==> src/rtl/bpl_pkg.sv <==
// Shared constants and controller/datapath interface types of the block peak limiter.
package bpl_pkg;

  // Storage depth and derived widths
  localparam int MAX_BLOCK = 2048;
  localparam int IDX_W     = $clog2(MAX_BLOCK);
  localparam int FILL_W    = IDX_W + 1;

  // Field widths
  localparam int SAMPLE_W = 20;
  localparam int OUT_W    = 16;
  localparam int BLK_W    = 12;
  localparam int CEIL_W   = 15;
  localparam int GAIN_W   = 17;
  localparam int Q_W      = 16;
  localparam int FRAC_W   = 16;
  localparam int PROD_W   = SAMPLE_W + GAIN_W;
  localparam int P_W      = PROD_W - FRAC_W;

  // Serial divider: one quotient bit per step
  localparam int DIV_STEPS = Q_W;
  localparam int DIV_CNT_W = $clog2(DIV_STEPS + 1);

  // Release step: gap * 33 / 65536, built as gap * 32 + gap
  localparam int REL_SHIFT = 5;
  localparam int REL_W     = GAIN_W + REL_SHIFT + 1;

  // Configuration port
  localparam int CFG_AW = 2;
  localparam int CFG_DW = CEIL_W;

  localparam logic [CFG_AW-1:0] CFG_BLOCK_SAMPLES  = 2'd0;
  localparam logic [CFG_AW-1:0] CFG_LIMITER_ENABLE = 2'd1;
  localparam logic [CFG_AW-1:0] CFG_MUTE           = 2'd2;
  localparam logic [CFG_AW-1:0] CFG_CEILING        = 2'd3;

  localparam logic [BLK_W-1:0]  BLK_SAMPLES_RST = 12'd1764;
  localparam logic [BLK_W-1:0]  BLK_MIN         = 12'd2;
  localparam logic [CEIL_W-1:0] CEILING_RST     = 15'd32000;

  localparam logic [GAIN_W-1:0] UNITY_GAIN = 17'd65536;

  localparam logic [OUT_W-1:0] OUT_POS_MAX = 16'h7fff;
  localparam logic [OUT_W-1:0] OUT_NEG_MAX = 16'h8000;

  typedef struct packed {
    logic accept;
    logic gain_en;
    logic mul_en;
    logic out_load;
  } cmd_t;

  typedef struct packed {
    logic out_free;
    logic div_busy;
  } sts_t;

endpackage

==> src/rtl/bpl_ctrl.sv <==
// Limiter controller: sequences one sample through read, gain step, multiply and hand-off.
module bpl_ctrl (
  input  logic          clk,
  input  logic          rst_n,
  input  logic          in_valid,
  output logic          in_stall,
  output bpl_pkg::cmd_t cmd,
  input  bpl_pkg::sts_t sts
);
  import bpl_pkg::*;

  typedef enum logic [2:0] {
    S_IDLE,
    S_GAIN,
    S_MUL,
    S_SAT,
    S_DRAIN
  } state_t;

  state_t state_r, state_nxt;
  logic   stall_r;
  logic   accept;

  assign accept = in_valid && !stall_r;

  always_comb begin
    state_nxt = state_r;
    case (state_r)
      S_IDLE:  if (accept) state_nxt = S_GAIN;
      S_GAIN:  state_nxt = S_MUL;
      S_MUL:   state_nxt = S_SAT;
      S_SAT:   if (sts.out_free) state_nxt = S_DRAIN;
      // Wait for the next target gain before taking another sample
      S_DRAIN: if (!sts.div_busy) state_nxt = S_IDLE;
      default: state_nxt = S_IDLE;
    endcase
  end

  always_ff @(posedge clk) begin
    if (!rst_n) begin
      state_r <= S_IDLE;
      stall_r <= 1'b0;
    end else begin
      state_r <= state_nxt;
      stall_r <= (state_nxt != S_IDLE);
    end
  end

  always_comb begin
    cmd.accept   = accept;
    cmd.gain_en  = (state_r == S_GAIN);
    cmd.mul_en   = (state_r == S_MUL);
    cmd.out_load = (state_r == S_SAT) && sts.out_free;
  end

  assign in_stall = stall_r;

endmodule

==> config.mk <==
export PLATFORM = sky130hd
export DESIGN_NAME = bpl_ctrl
export DESIGN_NICKNAME = d
export VERILOG_FILES = /design/src/rtl/bpl_pkg.sv /design/src/rtl/bpl_ctrl.sv
export SDC_FILE = /design/constraint.sdc
export NUM_CORES = 1
export LEC_CHECK = 0
export BUFFER_PORTS_ARGS = -buffer_cell sky130_fd_sc_hd__buf_2
export CAP_MARGIN = 20
export CORE_AREA = 2 2 39 41
export CTS_CLUSTER_SIZE = 40
export DETAILED_ROUTE_END_ITERATION = 7
export DIE_AREA = 0 0 41 43
export GPL_TIMING_DRIVEN = 0
export HOLD_SLACK_MARGIN = 0.06
export SYNTH_ARGS = -nofsm -noshare
export SYNTH_HDL_FRONTEND = slang
export SYNTH_SLANG_ARGS = --single-unit
==> constraint.sdc <==
create_clock -name clk -period 1 [get_ports clk]
set_input_delay 0.2 -clock clk [delete_from_list [all_inputs] [get_ports clk]]
set_output_delay 0.2 -clock clk [all_outputs]
set_load 0.005 [all_outputs]
==> flow_metrics.env, run 1 <==
export IMPL_status="finished, violations left"
export IMPL_violations="negative setup slack"
export IMPL_rsz0062_at_grt="yes"
export IMPL_end_kind="primary output"
export IMPL_ys_warn_count=0
export IMPL_antenna_found_initial=0
export IMPL_multi_input_area_um2=125
export IMPL_skew_ps=4.04
export IMPL_clock_latency_ps=240
export IMPL_register_area_um2=90.1
export IMPL_hpwl_um=329
export IMPL_worst_setup_path_type="flop to primary output"
export IMPL_io_buffer_count=9
export IMPL_grt_usage_pct=7.93
export IMPL_routed_via_count=205
export IMPL_rows=14
export IMPL_placed_cell_area_um2=270
export IMPL_syn_avg_cell_area_um2=9.77
export IMPL_die_h_um=43
export IMPL_drtIter0Drc=0
export IMPL_fp_dieArea_mm2=0.00176
export IMPL_slew_viol_final=0
export IMPL_clkTransAtPathRegs_ps=40
export IMPL_dr_pass1_iters=1
export IMPL_tightest_slew_ps=199
export IMPL_maxCapViolCount=0
export IMPL_final_area_um2=335
export IMPL_hold_viol=0
export IMPL_cp_required_ps=800
export IMPL_total_leakage_power_nw=0.149
export IMPL_pre_cts_ws_ps=-17.7
export IMPL_routed_wl_um=504
export IMPL_grt_pass1_wl_um=821
export IMPL_drc=0
export IMPL_overflow=0
export IMPL_fp_dieW_um=41
export IMPL_cts_buffers=3
export IMPL_ir_worst_vdd_uv=445
export IMPL_grt_pass1_vias=206
export IMPL_cts_tree="built"
export IMPL_area_delta_synth_final_pct=63.4
export IMPL_initial_core_util_pct=14.8
export IMPL_hold_class="input port to flop"
export IMPL_switching_share_pct=27.0
export IMPL_cp_max_fo=5
export IMPL_syn_area_um2=205
export IMPL_clk_path_buf_depth=2
export IMPL_htreeDepth=1
export IMPL_syn_nets=26
export IMPL_gp_congestion=0.755
export IMPL_seq_area_frac_synth_pct=39.0
export IMPL_ys_ff_latch=4
export IMPL_power_frac_clock_pct=39.1
export IMPL_wl_per_cell_um=10.1
export IMPL_diodes=0
export IMPL_setup_viol=4
export IMPL_fin_nets=41
export IMPL_maxSlewHeadroom_pct=86.6
export IMPL_synth_cell_types=14
export IMPL_setup_worst_path_start_class="flop"
export IMPL_period_share_pct=120
export IMPL_fillers=162
export IMPL_core_area_mm2=0.00138
export IMPL_clkSinkCount=4
export IMPL_synthCells=21
export IMPL_io_pin_count=10
export IMPL_final_core_util_pct=24.2
export IMPL_p_sw_w=0.000145
export IMPL_post_route_min_period_ps=1200
export IMPL_timing_fmax_ghz=0.830
export IMPL_arrival_ps=1000
export IMPL_intPower_w=0.000392
export IMPL_holdWs_ps=202
export IMPL_combPwrFrac_pct=22.7
export IMPL_root_buffer="clkbuf_4"
export IMPL_fin_total_pwr_w=0.000537
export IMPL_pwr_share_seq_pct=38.2
export IMPL_power_per_cell_area_mw_per_mm2=1600
export IMPL_grt_start_max_net_pins=9
export IMPL_ant_nets=0
export IMPL_setup_ws_ps=-204
export IMPL_drive_above_1_share_pct=70.6
export IMPL_routed_via_density=4.10
[critical path: stages, from the launching register on]
cell and delay (ps):
dfxtp_2 340, and4b_4 330, buf_6 90
[per-layer routing]
metal	global-route usage (%)	wire, um
met1	8.04	204
met2	9.38	228
met3	3.14	34
met4	12.0	37
met5	0	0
[final cells by class]
type / instances / area share [%]
Multi-Input combinational cell: 15 / 37.3
Sequential cell: 4 / 26.9
Timing Repair Buffer: 12 / 23.1
Clock buffer: 3 / 6.72
Tap cell: 16 / 5.97
[metrics by stage]
step                      TNS (ps)  cells
after floorplan                  0     21
after global placement       -21.9     46
after detailed placement     -17.7     46
after CTS                     -701     50
after global routing          -654     50
final                         -423     50
[synthesized netlist by cell type]
cell      number  area share [%]
o21a_1         1             3.7
a31o_1         1             4.3
a21oi_1        1             2.4
and4b_4        1             6.7
buf_6          1             5.5
nor4bb_1       1             4.9
dfxtp_1        4              39
nor3_1         1             2.4
buf_4          1             3.7
nand2b_1       2             6.1
nor3b_1        2             7.3
nor2_1         2             3.7
nor2b_1        1             3.1
o21bai_1       2             7.3
[path summary, 6_finish.rpt]
kind | start | to | slack (ps) | depth (start not counted)
worst max-delay path | state_r[2] | cmd[0] | -200 | 2
worst min-delay path | rst_n | state_r[2] | 200 | 2
worst max register to register | state_r[1] | in_stall | -50 | 4
worst min register to register | state_r[0] | state_r[1] | 550 | 2
[cell families after synthesis]
kind of cell,count (synthesis),synth area share (%)
DFF,4,39.0
buffers and inverters,2,9.15
AOI/OAI and AO/OA,5,17.7
and+or+nand+nor,10,34.1
[sequential cells by signal (all words and copies together), names as in the netlist]
register  count
state_r       3
in_stall      1
[power by group through the flow]
stage	sequential, W	clock (W)	combinational [W]
after floorplan	0.000195	0	0.0000694
after global placement	0.000196	0	0.000106
after detailed placement	0.000197	0	0.000108
after CTS	0.000198	0.000214	0.000123
after global routing	0.000209	0.000219	0.000138
final	0.000205	0.000210	0.000122
[layout by cell type, fill, tap and decap left out, types with 2 or more instances in the layout]
master and instances:
dfxtp_2 2, nor2_1 2, o21bai_1 2, dfxtp_4 2, buf_6 2, buf_4 2
nand2b_1 2, nor3b_2 2, clkbuf_4 3, buf_2 8
[repair_timing]
item | CTS | global route
gates cloned | 0 | 0
resized for setup | 6 | 6
hold buffers | 0 | 0
pin swaps | 2 | 1
setup buffers | 2 | 1
setup endpoints to repair | 5 | 6
(Power assumes the default switching activity.)
==> run 2: changes to the inputs <==
--- a/config.mk
+++ b/config.mk
@@ -5,6 +5,7 @@
 export SDC_FILE = /design/constraint.sdc
 export NUM_CORES = 1
 export LEC_CHECK = 0
+export ABC_AREA = 1
 export BUFFER_PORTS_ARGS = -buffer_cell sky130_fd_sc_hd__buf_2
 export CAP_MARGIN = 20
 export CORE_AREA = 2 2 39 41
==> run 2 against run 1 <==
  * The run still ends with negative setup slack left
  * Final cell count increased by 24%
  * Critical path depth increased by 3
  * Clock skew increased by 1.9 ps
  * Utilization increased by 1.7 points
  * Non-clock buffer count increased by 2
  * Fmax increased by 6.8%
  * Via count increased by 12%
  * Cell area increased by 7.1%
  * Clock power decreased by 7%
  * Largest power group is now sequential cells
  * Highest routed layer is now met3
==> flow_metrics.env, run 2 <==
export IMPL_synthTopCellsByArea="dfxtp_1 40%, inv_1 9.3%, nand2_1 9.3%, nor2_1 7.4%, a21oi_1 4.9%"
export IMPL_timing_fmax_ghz=0.887
export IMPL_setup_ws_ps=-127
export IMPL_path_cells="inv_2 -> nor2_2 -> nand2_2 -> inv_2 -> buf_6"
export IMPL_largest_reg_flops=3
export IMPL_seq_area_frac_synth_pct=39.5
export IMPL_fin_total_pwr_w=0.000582
export IMPL_routed_via_count=229
export IMPL_maxCapViolCount=0
export IMPL_hold_class="input port to flop"
export IMPL_arrival_ps=930
export IMPL_diodes=0
export IMPL_setup_worst_path_start_class="flop"
export IMPL_ant_nets=0
export IMPL_core_area_mm2=0.00138
export IMPL_synth_edf_count=0
export IMPL_grt_start_max_net_pins=5
export IMPL_critical_path_top_cell_by_count="inv_2"
export IMPL_status="finished, violations left"
export IMPL_slew_viol_final=0
export IMPL_clkTransAtPathRegs_ps=40
export IMPL_tightest_slew_ps=224
export IMPL_ys_ff_latch=4
export IMPL_clock_latency_ps=230
export IMPL_syn_nets=35
export IMPL_synthCells=30
export IMPL_routed_via_density=3.69
export IMPL_dr_pass1_iters=4
export IMPL_initial_core_util_pct=14.6
export IMPL_maxSlewHeadroom_pct=85.0
export IMPL_synth_top_cell_area_share_pct=39.5
export IMPL_wl_per_cell_um=7.85
export IMPL_synth_cell_types=13
export IMPL_slowest_delay_ps=340
export IMPL_synthFlopType="dfxtp_1"
export IMPL_syn_area_um2=203
export IMPL_fin_cells=62
export IMPL_drive_above_1_share_pct=69.6
export IMPL_cp_required_ps=800
export IMPL_yosys_top_cells_count="5 x inv_1, 5 x nand2_1, 4 x dfxtp_1, 4 x nor2_1"
export IMPL_placed_cell_area_um2=268
export IMPL_grt_usage_pct=5.82
export IMPL_setup_viol=4
export IMPL_area_delta_synth_final_pct=77.2
export IMPL_grt_pass1_wl_um=621
export IMPL_layout_common_cells="8 x buf_2, 4 x nand2_1, 4 x dfxtp_2, 4 x buf_4"
export IMPL_syn_avg_cell_area_um2=6.76
export IMPL_ir_worst_vdd_uv=587
export IMPL_io_buffer_count=9
export IMPL_total_leakage_power_nw=0.189
export IMPL_layout_commonest_cell="buf_2"
export IMPL_final_core_util_pct=25.9
export IMPL_final_area_um2=359
export IMPL_fp_dieArea_mm2=0.00176
export IMPL_crit_path_top_delay_cell="dfxtp_2"
export IMPL_worst_setup_path_type="flop to primary output"
export IMPL_antenna_found_initial=0
export IMPL_power_per_cell_area_mw_per_mm2=1620
export IMPL_rows=14
export IMPL_synth_async_reset_ratio_pct=0
export IMPL_ys_warn_count=0
export IMPL_die_h_um=43
export IMPL_io_pin_count=10
export IMPL_drc=0
export IMPL_root_buffer="clkbuf_4"
export IMPL_clkSinkCount=4
export IMPL_regMostFlops="state_r"
export IMPL_hold_viol=0
export IMPL_grt_pass1_vias=180
export IMPL_fin_nets=53
export IMPL_drtIter0Drc=6
export IMPL_violations="negative setup slack"
export IMPL_end_kind="primary output"
export IMPL_routed_wl_um=487
export IMPL_skew_ps=5.92
export IMPL_pre_cts_ws_ps=77.7
export IMPL_gp_congestion=0.689
export IMPL_clk_path_buf_depth=2
export IMPL_rsz0062_at_grt="yes"
export IMPL_cts_buffers=3
export IMPL_post_route_min_period_ps=1130
export IMPL_hpwl_um=324
export IMPL_htreeDepth=1
export IMPL_cp_max_fo=4
export IMPL_fp_dieW_um=41
export IMPL_yosys_area_top_type="dfxtp_1"
export IMPL_overflow=0
export IMPL_placed_cells=55
export IMPL_period_share_pct=113
export IMPL_cts_tree="built"
run 2: changes by cell type after synthesis, moves of 2 or more:
cell,before,now
inv_1,0,5
nand2_1,0,5
nand3_1,0,2
nor2_1,2,4
nor3b_1,2,0
o21ai_1,0,2
o21bai_1,2,0
run 2: worst paths after layout:
| check | endpoint | startpoint | slack (ps) | depth (start not counted) |
|---|---|---|---|---|
| worst max-delay path | cmd[2] | state_r[0] | -130 | 5 |
| worst min-delay path | in_stall | rst_n | 200 | 3 |
| worst max register to register | in_stall | state_r[2] | -10 | 6 |
| worst min register to register | state_r[1] | state_r[1] | 520 | 2 |
run 2: report_power, final:
group | leakage, nW | internal [W] | total (W) | switching [W]
Clock | 0.0138 | 0.000134 | 0.000196 | 0.0000621
Combinational | 0.141 | 0.0000916 | 0.000175 | 0.0000834
Sequential | 0.0344 | 0.000189 | 0.000211 | 0.0000222
Total | 0.189 | 0.000414 | 0.000582 | 0.000168
run 2: routing by layer:
layer / track usage, % / vias to the layer above / share of wire (%)
li1: - / 125 / -
met2: 7.19 / 9 / 47
met4: 6.00 / 0 / 0
met5: 0 / - / 0
met1: 6.43 / 95 / 43
met3: 3.14 / 0 / 9.4
run 2: kinds of logic (layout without fill, tap and decap cells):
kind of cell | after synthesis | in the layout | share of synthesized area [%]
compound gates | 4 | 4 | 9.88
buf+inv | 7 | 23 | 14.8
simple gates | 15 | 15 | 35.8
flops | 4 | 4 | 39.5
run 2: final cells by class:
class	instances	area [um^2]
timing repair buffer	14	92.6
fill	155	1020
inverter	6	25.0
sequential	4	85.1
multi-input combinational	19	114
tap	16	20.0
clock buffer	3	22.5
run 2: what timing repair did:
action	4_1_cts	5_1_grt
setup endpoints to repair	4	3
pin swaps	1	4
resized for setup	4	10
hold buffers	0	0
setup buffers	3	2
hold endpoints to repair	0	0
run 2: worst max-delay path: cells and delay by family (launching register included):
family                 cells  cell delay (ps)
buffers and inverters      3              170
DFF                        1              340
and+or+nand+nor            2              190
run 2: stage by stage:
step / hold WS [ps] / TNS, ps
final: 205 / -292
after floorplan: 303 / 0
after CTS: 187 / -293
after global routing: 211 / -474
after global placement: 430 / 0
after detailed placement: 433 / 0
==> run 3: changes to the inputs <==
--- a/config.mk
+++ b/config.mk
@@ -14,6 +14,9 @@
 export DIE_AREA = 0 0 41 43
 export GPL_TIMING_DRIVEN = 0
 export HOLD_SLACK_MARGIN = 0.06
+export PLACE_DENSITY = 0.41
+export RECOVER_POWER = 100
 export SYNTH_ARGS = -nofsm -noshare
 export SYNTH_HDL_FRONTEND = slang
 export SYNTH_SLANG_ARGS = --single-unit
+export TNS_END_PERCENT = 30
==> run 3 against run 2 <==
  * The run still ends with negative setup slack left
  * Non-clock buffer count fell by 3
  * Final cell count shrank 4.8%
  * Total power shrank 6.4%
  * Largest power group unchanged
==> flow_metrics.env, run 3 (synthesized netlist as in run 2, its figures left out) <==
export IMPL_fp_dieArea_mm2=0.00176
export IMPL_fin_nets=50
export IMPL_whs_path_depth=3
export IMPL_setup_worst_path_start_class="flop"
export IMPL_r2r_end="in_stall"
export IMPL_cts_tree="built"
export IMPL_final_area_um2=300
export IMPL_violations="negative setup slack"
export IMPL_core_area_mm2=0.00138
export IMPL_setup_viol=4
export IMPL_hold_buffers=0
export IMPL_grt_pass1_vias=178
export IMPL_tns_ps=-310
export IMPL_rsz0062_at_grt="yes"
export IMPL_hpwl_um=331
export IMPL_min_from="rst_n"
export IMPL_fillers=162
export IMPL_grt_usage_pct=6.55
export IMPL_fp_dieW_um=41
export IMPL_skew_ps=3.47
export IMPL_layout_common_cells="9 x buf_2, 5 x nand2_1, 4 x inv_1, 4 x nor2_1, 3 x clkbuf_4"
export IMPL_ir_worst_vdd_uv=374
export IMPL_clock_latency_ps=230
export IMPL_wl_per_cell_um=7.03
export IMPL_final_core_util_pct=21.7
export IMPL_rrSetupSlack_ps=120
export IMPL_routed_via_density=3.58
export IMPL_diodes=0
export IMPL_layout_commonest_cell="buf_2"
export IMPL_ant_nets=0
export IMPL_initial_core_util_pct=14.6
export IMPL_routed_via_count=211
export IMPL_r2r_cells=7
export IMPL_area_delta_synth_final_pct=48.1
export IMPL_reg2reg_from="state_r[0]"
export IMPL_overflow=0
export IMPL_setup_ws_ps=-95.0
export IMPL_cts_buffers=3
export IMPL_period_share_pct=109
export IMPL_rows=14
export IMPL_worst_setup_path_type="flop to primary output"
export IMPL_drive_above_1_share_pct=48.8
export IMPL_placed_cell_area_um2=268
export IMPL_end_kind="primary output"
export IMPL_tightest_slew_ps=133
export IMPL_clkSinkCount=4
export IMPL_routed_wl_um=415
export IMPL_hold_class="input port to flop"
export IMPL_cp_required_ps=800
export IMPL_maxCapViolCount=0
export IMPL_dr_pass1_iters=4
export IMPL_power_per_cell_area_mw_per_mm2=1820
export IMPL_hold_viol=0
export IMPL_io_buffer_count=9
export IMPL_post_route_min_period_ps=1090
export IMPL_die_h_um=43
export IMPL_slew_viol_final=0
export IMPL_maxSlewHeadroom_pct=91.1
export IMPL_largest_reg_flops=3
export IMPL_htreeDepth=1
export IMPL_antenna_found_initial=0
export IMPL_drc=0
export IMPL_drtIter0Drc=5
export IMPL_fin_total_pwr_w=0.000545
export IMPL_arrival_ps=890
export IMPL_clk_path_buf_depth=2
export IMPL_timing_fmax_ghz=0.913
export IMPL_io_pin_count=10
export IMPL_total_leakage_power_nw=0.167
export IMPL_hold_path_end="in_stall"
export IMPL_grt_pass1_wl_um=690
export IMPL_fin_cells=59
export IMPL_regMostFlops="state_r"
export IMPL_cp_max_fo=4
export IMPL_clkTransAtPathRegs_ps=40
export IMPL_placed_cells=55
export IMPL_root_buffer="clkbuf_4"
export IMPL_status="finished, violations left"
export IMPL_gp_congestion=0.593
export IMPL_grt_start_max_net_pins=6
==> run 3: cell types whose count changed in the layout (fill, tap and decap cells not counted), sizes merged <==
| cell | change |
|---|---|
| buf | -3 |
==> run 3: layer usage <==
metal,GRT usage (%),part of all wire [%]
met3,3.14,7.2
met2,7.81,52
met4,8.00,0
met5,0,0
met1,7.14,41
==> run 3: worst max-delay path by stage <==
stage	depth (start not counted)	startpoint	slack, ps	endpoint
after CTS	5	state_r[0]	-120	cmd[2]
after detailed placement	5	state_r[0]	70	cmd[2]
after global placement	5	state_r[0]	60	cmd[2]
final	5	state_r[0]	-90	cmd[2]
after floorplan	4	state_r[1]	210	in_stall
after global routing	5	state_r[0]	-180	cmd[2]
==> run 3: power breakdown <==
part           total (W)  switching [W]  internal (W)  leakage, nW
sequential      0.000208      0.0000213      0.000187       0.0336
clock           0.000199      0.0000646      0.000134       0.0138
combinational   0.000138      0.0000666     0.0000716        0.120
total           0.000545       0.000153      0.000393        0.167
==> run 3: final cells by class <==
cell class	instances	area [um^2]	area share (%)
Multi-Input combinational cell	19	92.6	30.8
Sequential cell	4	82.6	27.5
Timing Repair Buffer	10	52.6	17.5
Clock buffer	3	22.5	7.50
Inverter	6	22.5	7.50
Tap cell	16	20.0	6.67
Buffer	1	7.51	2.50
==> run 3: stage by stage <==
stage	hold WS, ps	worst slack (ps)
2_1_floorplan	303	206
3_3_place_gp	438	60.7
3_5_place_dp	437	68.7
4_1_cts	193	-117
5_1_grt	197	-176
6_report	190	-95.0
==> run 3: timing repair <==
| action | 4_1_cts | 5_1_grt |
|---|---|---|
| buffers inserted | 1 | 0 |
| endpoints found under the setup margin | 4 | 4 |
| pin swaps | 1 | 0 |
| gates resized for setup | 2 | 1 |
==> run 3: critical path: stages (launching register included) <==
cell and delay (ps):
dfxtp_2 350, inv_2 30, nor2_1 70, nand2_1 70, inv_1 50, buf_2 100
